`src/rtl/core/murmur2_hash_32_top_defines.svh`:
```
// Assertion macros for the hash core modules (used by mh2_ctrl).
`ifndef MURMUR2_HASH_32_TOP_DEFINES_SVH
`define MURMUR2_HASH_32_TOP_DEFINES_SVH

`ifndef ASSERT_OFF
`define MH2_ASSERT(lbl, clk, rst_n, prop) \
    lbl: assert property (@(posedge clk) disable iff (!rst_n) prop) \
        else $error("mh2 assertion failed");
`define MH2_ASSERT_NR(lbl, clk, prop) \
    lbl: assert property (@(posedge clk) prop) \
        else $error("mh2 reset assertion failed");
`else
`define MH2_ASSERT(lbl, clk, rst_n, prop)
`define MH2_ASSERT_NR(lbl, clk, prop)
`endif

`endif

```
`src/rtl/core/mh2_pkg.sv`:
```
package mh2_pkg;

    localparam logic [31:0] MIX_MUL     = 32'h5bd1e995;
    localparam int          WORD_SHIFT  = 24;
    localparam int          FIN_SHIFT_A = 13;
    localparam int          FIN_SHIFT_B = 15;

    // register file: one 32-bit register at byte address 0
    localparam int          ADDR_W      = 3;
    localparam logic [0:0]  REG_SEED    = 1'b0;

    // operations of the shared multiplier
    localparam logic [2:0]  OP_NONE = 3'd0;
    localparam logic [2:0]  OP_K1   = 3'd1;  // k = k*M
    localparam logic [2:0]  OP_K2   = 3'd2;  // k = (k ^ k>>24)*M
    localparam logic [2:0]  OP_HW   = 3'd3;  // h = h*M ^ k
    localparam logic [2:0]  OP_HP   = 3'd4;  // h = (h ^ k)*M
    localparam logic [2:0]  OP_FIN  = 3'd5;  // h = (h ^ h>>13)*M

    typedef struct packed {
        logic       load;
        logic [2:0] mul_op;
        logic       out_load;
    } t_cmd;

    typedef struct packed {
        logic in_full;
        logic in_part;
        logic in_last;
        logic last;
        logic out_free;
    } t_stat;

endpackage

```
`src/rtl/core/mh2_regs.sv`:
```
module mh2_regs
    import mh2_pkg::*;
(
    input  logic              i_clk,
    input  logic              i_rst_n,
    input  logic              psel,
    input  logic              penable,
    input  logic              pwrite,
    input  logic [ADDR_W-1:0] paddr,
    input  logic [31:0]       pwdata,
    output logic [31:0]       prdata,
    output logic              pready,
    output logic [31:0]       o_seed
);

    logic [31:0] r_seed;
    logic        reg_hit;
    logic        wr_en;

    assign reg_hit = (paddr[ADDR_W-1:2] == REG_SEED);
    assign wr_en   = psel & penable & pwrite & reg_hit;

    always_ff @(posedge i_clk) begin
        if (!i_rst_n) begin
            r_seed <= '0;
        end else if (wr_en) begin
            r_seed <= pwdata;
        end
    end

    assign prdata = reg_hit ? r_seed : '0;
    assign pready = 1'b1;
    assign o_seed = r_seed;

endmodule

```
`src/rtl/core/mh2_dp.sv`:
```
module mh2_dp
    import mh2_pkg::*;
(
    input  logic        i_clk,
    input  logic        i_rst_n,
    input  logic [31:0] i_seed,
    input  logic [31:0] i_key_word,
    input  logic [2:0]  i_byte_count,
    input  logic        i_last_word,
    input  logic [15:0] i_key_length,
    input  logic        i_ready,
    input  t_cmd        i_cmd,
    output t_stat       o_st,
    output logic        o_valid,
    output logic [31:0] o_hash_value
);

    logic [31:0] r_h;
    logic [31:0] r_k;
    logic        r_last;
    logic        r_first;
    logic [31:0] r_out;
    logic        r_out_valid;

    logic [31:0] key_mask;
    logic [31:0] mul_a;
    logic [31:0] mul_p;
    logic        out_free;

    always_comb begin
        unique case (i_byte_count)
            3'd1:    key_mask = 32'h0000_00ff;
            3'd2:    key_mask = 32'h0000_ffff;
            3'd3:    key_mask = 32'h00ff_ffff;
            default: key_mask = 32'hffff_ffff;
        endcase
    end

    // operand select for the single multiplier
    always_comb begin
        unique case (i_cmd.mul_op)
            OP_K1:   mul_a = r_k;
            OP_K2:   mul_a = r_k ^ (r_k >> WORD_SHIFT);
            OP_HW:   mul_a = r_h;
            OP_HP:   mul_a = r_h ^ r_k;
            OP_FIN:  mul_a = r_h ^ (r_h >> FIN_SHIFT_A);
            default: mul_a = r_h;
        endcase
    end

    assign mul_p    = mul_a * MIX_MUL;
    assign out_free = !r_out_valid || i_ready;

    always_ff @(posedge i_clk) begin
        if (!i_rst_n) begin
            r_h     <= '0;
            r_first <= 1'b1;
            r_last  <= 1'b0;
        end else if (i_cmd.load) begin
            if (r_first) begin
                r_h <= i_seed ^ {16'b0, i_key_length};
            end
            // the beat after a last beat opens a new key
            r_first <= i_last_word;
            r_last  <= i_last_word;
        end else begin
            unique case (i_cmd.mul_op)
                OP_HW:          r_h <= mul_p ^ r_k;
                OP_HP, OP_FIN:  r_h <= mul_p;
                default:        r_h <= r_h;
            endcase
        end
    end

    always_ff @(posedge i_clk) begin
        if (i_cmd.load) begin
            r_k <= i_key_word & key_mask;
        end else if (i_cmd.mul_op == OP_K1 || i_cmd.mul_op == OP_K2) begin
            r_k <= mul_p;
        end
    end

    always_ff @(posedge i_clk) begin
        if (!i_rst_n) begin
            r_out_valid <= 1'b0;
        end else if (i_cmd.out_load) begin
            r_out_valid <= 1'b1;
        end else if (i_ready) begin
            r_out_valid <= 1'b0;
        end
    end

    always_ff @(posedge i_clk) begin
        if (i_cmd.out_load) begin
            r_out <= r_h ^ (r_h >> FIN_SHIFT_B);
        end
    end

    assign o_st.in_full  = (i_byte_count >= 3'd4);
    assign o_st.in_part  = (i_byte_count != 3'd0) && (i_byte_count < 3'd4);
    assign o_st.in_last  = i_last_word;
    assign o_st.last     = r_last;
    assign o_st.out_free = out_free;

    assign o_valid      = r_out_valid;
    assign o_hash_value = r_out;

endmodule

```
`src/rtl/core/mh2_ctrl.sv`:
```
`include "murmur2_hash_32_top_defines.svh"

module mh2_ctrl
    import mh2_pkg::*;
(
    input  logic  i_clk,
    input  logic  i_rst_n,
    input  logic  i_valid,
    input  t_stat i_st,
    output t_cmd  o_cmd,
    output logic  o_ready
);

    localparam logic [2:0] S_IDLE = 3'd0;
    localparam logic [2:0] S_K1   = 3'd1;
    localparam logic [2:0] S_K2   = 3'd2;
    localparam logic [2:0] S_HW   = 3'd3;
    localparam logic [2:0] S_HP   = 3'd4;
    localparam logic [2:0] S_FIN  = 3'd5;
    localparam logic [2:0] S_FOUT = 3'd6;

    logic [2:0] r_state;
    logic [2:0] n_state;

    always_comb begin
        n_state        = r_state;
        o_cmd.load     = 1'b0;
        o_cmd.mul_op   = OP_NONE;
        o_cmd.out_load = 1'b0;
        unique case (r_state)
            S_IDLE: begin
                if (i_valid) begin
                    o_cmd.load = 1'b1;
                    priority if (i_st.in_full) begin
                        n_state = S_K1;
                    end else if (i_st.in_part) begin
                        n_state = S_HP;
                    end else if (i_st.in_last) begin
                        n_state = S_FIN;
                    end else begin
                        n_state = S_IDLE;
                    end
                end
            end
            S_K1: begin
                o_cmd.mul_op = OP_K1;
                n_state      = S_K2;
            end
            S_K2: begin
                o_cmd.mul_op = OP_K2;
                n_state      = S_HW;
            end
            S_HW: begin
                o_cmd.mul_op = OP_HW;
                n_state      = i_st.last ? S_FIN : S_IDLE;
            end
            S_HP: begin
                o_cmd.mul_op = OP_HP;
                n_state      = i_st.last ? S_FIN : S_IDLE;
            end
            S_FIN: begin
                o_cmd.mul_op = OP_FIN;
                n_state      = S_FOUT;
            end
            S_FOUT: begin
                // hold the finished hash until the output register frees up
                if (i_st.out_free) begin
                    o_cmd.out_load = 1'b1;
                    n_state        = S_IDLE;
                end
            end
            default: begin
                n_state = S_IDLE;
            end
        endcase
    end

    always_ff @(posedge i_clk) begin
        if (!i_rst_n) begin
            r_state <= S_IDLE;
        end else begin
            r_state <= n_state;
        end
    end

    assign o_ready = (r_state == S_IDLE);

    `MH2_ASSERT_NR(a_reset_idle, i_clk, !i_rst_n |=> r_state == S_IDLE)
    `MH2_ASSERT(a_k1_to_k2, i_clk, i_rst_n, r_state == S_K1 |=> r_state == S_K2)
    `MH2_ASSERT(a_hw_exit, i_clk, i_rst_n,
        r_state == S_HW |=> (r_state == S_IDLE || r_state == S_FIN))
    `MH2_ASSERT(a_fout_hold, i_clk, i_rst_n,
        (r_state == S_FOUT && !i_st.out_free) |=> r_state == S_FOUT)

endmodule

```
`src/rtl/core/murmur2_hash_32_top.sv`:
```
// 32-bit MurmurHash2 engine, keys streamed one little-endian word per beat.
// Input channel: i_valid / o_ready with i_key_word, i_byte_count (4 on all
// but the last beat, 0 only for an empty key), i_last_word and i_key_length
// (sampled on the first beat of a key). Output channel: o_valid / i_ready
// with o_hash_value, one beat per key, after the beat marked last.
// Seed register at APB byte address 0; it is picked up at the start of
// the next key. pready is tied high.
// Steps: a full word is accepted, then takes three multiplies on the one
// shared 32x32 multiplier; a partial word is accepted, then mixed into
// the hash on the multiplier; an empty, non-last word is only accepted.
// The last beat adds the final mix and the output load.
// One word is in flight at a time; o_ready is high only when idle.
// A finished hash sits in the output register while the next key is
// accepted; if it is still unread when the next hash is done, the core
// waits until i_ready frees the register.
// Reset clears the seed, the running hash and the output valid.
module murmur2_hash_32_top
    import mh2_pkg::*;
(
    input  logic              i_clk,
    input  logic              i_rst_n,
    input  logic              i_valid,
    output logic              o_ready,
    input  logic [31:0]       i_key_word,
    input  logic [2:0]        i_byte_count,
    input  logic              i_last_word,
    input  logic [15:0]       i_key_length,
    output logic              o_valid,
    input  logic              i_ready,
    output logic [31:0]       o_hash_value,
    input  logic              psel,
    input  logic              penable,
    input  logic              pwrite,
    input  logic [ADDR_W-1:0] paddr,
    input  logic [31:0]       pwdata,
    output logic [31:0]       prdata,
    output logic              pready
);

    logic [31:0] seed;
    t_cmd        cmd;
    t_stat       st;

    mh2_regs u_regs (
        .i_clk   (i_clk),
        .i_rst_n (i_rst_n),
        .psel    (psel),
        .penable (penable),
        .pwrite  (pwrite),
        .paddr   (paddr),
        .pwdata  (pwdata),
        .prdata  (prdata),
        .pready  (pready),
        .o_seed  (seed)
    );

    mh2_ctrl u_ctrl (
        .i_clk   (i_clk),
        .i_rst_n (i_rst_n),
        .i_valid (i_valid),
        .i_st    (st),
        .o_cmd   (cmd),
        .o_ready (o_ready)
    );

    mh2_dp u_dp (
        .i_clk        (i_clk),
        .i_rst_n      (i_rst_n),
        .i_seed       (seed),
        .i_key_word   (i_key_word),
        .i_byte_count (i_byte_count),
        .i_last_word  (i_last_word),
        .i_key_length (i_key_length),
        .i_ready      (i_ready),
        .i_cmd        (cmd),
        .o_st         (st),
        .o_valid      (o_valid),
        .o_hash_value (o_hash_value)
    );

endmodule
```
`config.mk`:
```
export PLATFORM = sky130hd
export DESIGN_NAME = murmur2_hash_32_top
export DESIGN_NICKNAME = d
export VERILOG_FILES = /design/src/rtl/core/mh2_pkg.sv /design/src/rtl/core/mh2_regs.sv /design/src/rtl/core/mh2_dp.sv /design/src/rtl/core/mh2_ctrl.sv /design/src/rtl/core/murmur2_hash_32_top.sv
export VERILOG_INCLUDE_DIRS = /design/src /design/src/rtl/core
export SDC_FILE = /design/constraint.sdc
export NUM_CORES = 1
export LEC_CHECK = 0
export BUFFER_PORTS_ARGS = -buffer_cell sky130_fd_sc_hd__buf_2
export CELL_PAD_IN_SITES_DETAIL_PLACEMENT = 0
export CELL_PAD_IN_SITES_GLOBAL_PLACEMENT = 1
export CORE_MARGIN = 1.5
export CORE_UTILIZATION = 51
export CTS_CLUSTER_DIAMETER = 60
export DETAILED_ROUTE_END_ITERATION = 6
export PLACE_DENSITY = 0.95
export SLEW_MARGIN = 40
export SYNTH_ARGS = -nofsm -noshare
export SYNTH_HDL_FRONTEND = slang
export SYNTH_SLANG_ARGS = --single-unit
```
`constraint.sdc`:
```
create_clock -name i_clk -period 19.9 [get_ports i_clk]
set_input_delay 4.975 -clock i_clk [delete_from_list [all_inputs] [get_ports i_clk]]
set_output_delay 4.975 -clock i_clk [all_outputs]
set_load 0.01 [all_outputs]
```
==> out/qor.csv <==
stage,metric,value,unit
status,status,finished clean,
sta,Final min period,10.70,ns
clock_network,# hold bufs at CTS,0,
synth,async set or reset register ratio after synthesis,0,%
clock_network,clk_lat worst skew,0.43,ns
clock_network,CTS clock-pin slew for the worst setup and hold paths,0.06,ns
clock_network,clock buffer depth,2,
synth,Synth Warn #,0,
detailed_routing,drt first-iter violations,1129,
finish,Final #Nets,2484,
worst_setup_path,nature of the critical path endpoint,primary output,
synth,Post-synth top cells,"356 x inv_1, 215 x ha_1, 181 x nand2_1",
detailed_routing,DRC Markers,0,
floorplan,Rows,66,
clock_network,clk sinks,134,
sta,fin crit share,53.7,%
worst_setup_path,"Max FO, Critical Path",34,
synth,Yosys top cell by area,fa_1,
finish,Syn-to-layout area delta,11.3,%
finish,layout cells sized above 1,12.4,%
synth,Synth cell types,70,
floorplan,core area,32500,um2
place,Post-DP Area,18200,um2
synth,Yosys reg bits,134,
global_routing,antenna violations before repair,0,
worst_hold_path,Tightest Hold Check Type,flip-flop to flip-flop,
clock_network,Root Driver,clkbuf_16,
sta,RSZ-0062 raised after global routing,false,
floorplan,Initial Util,51.8,%
place,Port-buffer cells,157,
clock_network,post-CTS setup buffers,0,
place,placer congestion estimate,0.939,
detailed_routing,drt total wl,48600,um
synth,Syn Nets,2352,
global_routing,largest net degree at the start of global routing,62,
sta,# setup viols final,0,
global_routing,Tot GR Track Use,29.7,%
place,dpl hpwl,38300,um
sta,Max Fclk,0.0935,GHz
synth,top cell type's share of synthesized area,21.2,%
clock_network,Post-CTS Resized,0,
worst_setup_path,kind of critical path,primary input to primary output,
finish,Antenna Cells,0,
detailed_routing,Detailed Routing Iterations Pass 1,6,
finish,design area,18700,um2
sta,Slew Limit Fails,0,
synth,"Avg Cell Area, Syn",9.01,um2
clock_network,CTS tree,done,
floorplan,area of the die,34100,um2
floorplan,die height,185,um
detailed_routing,Vias,13700,
detailed_routing,Post-DRT Antenna Nets,0,
job,max_cap viols,0,
detailed_routing,via/cell ratio,5.58,
sta,Rel. slew slack,43.7,%
synth,most frequent cell after synthesis,inv_1,
clock_network,Num CTS Buffers,17,
sta,count of final hold-check violations,0,
detailed_routing,wire length per cell,19.8,um
synth,Syn Inst Count,1865,
synth,Main synth FF type,dfxtp_1,
finish,fillers,2863,
clock_network,CTS H-tree depth,4,
floorplan,chip width,185,um
synth,"Seq/Total Area, Yosys",19.8,%
global_routing,vias in the first global route,14000,
worst_setup_path,Required @ worst endpoint,14.93,ns
sta,total negative setup slack,0,ns
worst_setup_path,worst path arrival time,5.72,ns
floorplan,num ports,161,
synth,Post-synth EDFFs,64,
global_routing,grt ovf,0,
worst_setup_path,crit path launch type,primary input,
global_routing,first-pass GRT wire length,76900,um
sta,Least-Margin Pin Slew,0.839,ns
synth,Synth Cell Area,16800,um2
synth,synth top area cells,"fa_1 21%, ha_1 16%, edfxtp_1 11%",
sta,Setup Skew,0.0120,ns
## stage by stage
stage | instances | hold WS (ns) | setup WS (ns) | util (%)
2_1_floorplan | 1865 | 0.406 | 9.57 | -
3_3_place_gp | 2419 | 0.459 | 9.28 | 55.8
3_5_place_dp | 2420 | 0.477 | 9.22 | 56.0
4_1_cts | 2452 | 0.485 | 9.21 | 57.6
5_1_grt | 2452 | 0.508 | 9.13 | 57.6
6_report | 2452 | 0.484 | 9.20 | 57.6
## cells in the final DEF (no fill, tap or decap), types with 5 or more instances in the layout
cell type	instances
a221oi_1	6
buf_4	31
o211a_1	5
mux2i_1	11
a21boi_0	45
clkbuf_1	5
and3_1	10
nor2_1	97
a22oi_1	8
nor3_1	8
ha_1	215
o211ai_1	24
inv_1	356
dfxtp_1	69
or2_2	5
buf_2	156
clkbuf_16	18
fa_1	178
a311oi_2	6
a21oi_1	61
o21bai_1	6
a211oi_1	14
nand3_1	27
edfxtp_1	64
xor2_1	51
xnor2_1	76
o221ai_1	7
a311oi_1	12
nand2b_1	21
a22o_1	17
a31oi_1	15
nand2_1	180
o21ai_0	56
nor2b_1	50
a21o_1	16
## worst max-delay path, stage by stage
cell and delay [ns]:
buf_2 0.46, nor2b_1 0.11, buf_2 0.17
## state kept, by name (all words and copies together), names as in the netlist
| register | flops |
|---|---|
| u_dp.o_hash_value | 32 |
| u_dp.r_h | 32 |
| u_dp.r_k | 32 |
| u_regs.o_seed | 32 |
| u_ctrl.r_state | 3 |
| u_dp.o_valid | 1 |
| u_dp.r_first | 1 |
| u_dp.r_last | 1 |
## cell type report
class                   count  area, um2  share of cell area, %
flip-flops and latches    134       3320                   17.8
clock inverters             8       47.5                  0.254
clock buffers              24        477                   2.55
inverters                 358       1340                   7.18
repair buffers            187       1010                   5.42
well taps                 442        553                   2.96
multi-input cells        1299      11900                   63.9
## worst paths after layout
kind                                     endpoint  slack [ns]         startpoint  cells after the start
worst min register to register  u_regs.o_seed[18]        0.48  u_regs.o_seed[18]                      2
worst max-delay path                   prdata[30]        9.20           paddr[2]                      3
worst min-delay path            u_regs.o_seed[18]        0.48  u_regs.o_seed[18]                      2
worst max register to register       u_dp.r_h[28]       10.20  u_ctrl.r_state[0]                     31
## metal layers
metal	share of wire [%]	up-vias	global-route usage, %	wire (um)
met5	0	-	0	0
met4	2.7	0	8.82	1300
met3	8.4	101	5.53	4110
met2	47	510	49.3	22900
met1	42	6719	39.3	20300
li1	-	6355	-	-
## logic make-up after synthesis
logic type / synth area share [%]
flip-flops: 19.8
AO/OA/AOI/OAI: 13.6
buffers and inverters: 9.73
multiplexers: 0.856
AND/OR/NAND/NOR: 11.6
XOR/XNOR: 7.25
adder cells (fa/ha/maj): 37.2
other: 0.0223
Power is not shown: default switching activity piles up to over one toggle a cycle in this logic, so the estimate is an artifact.
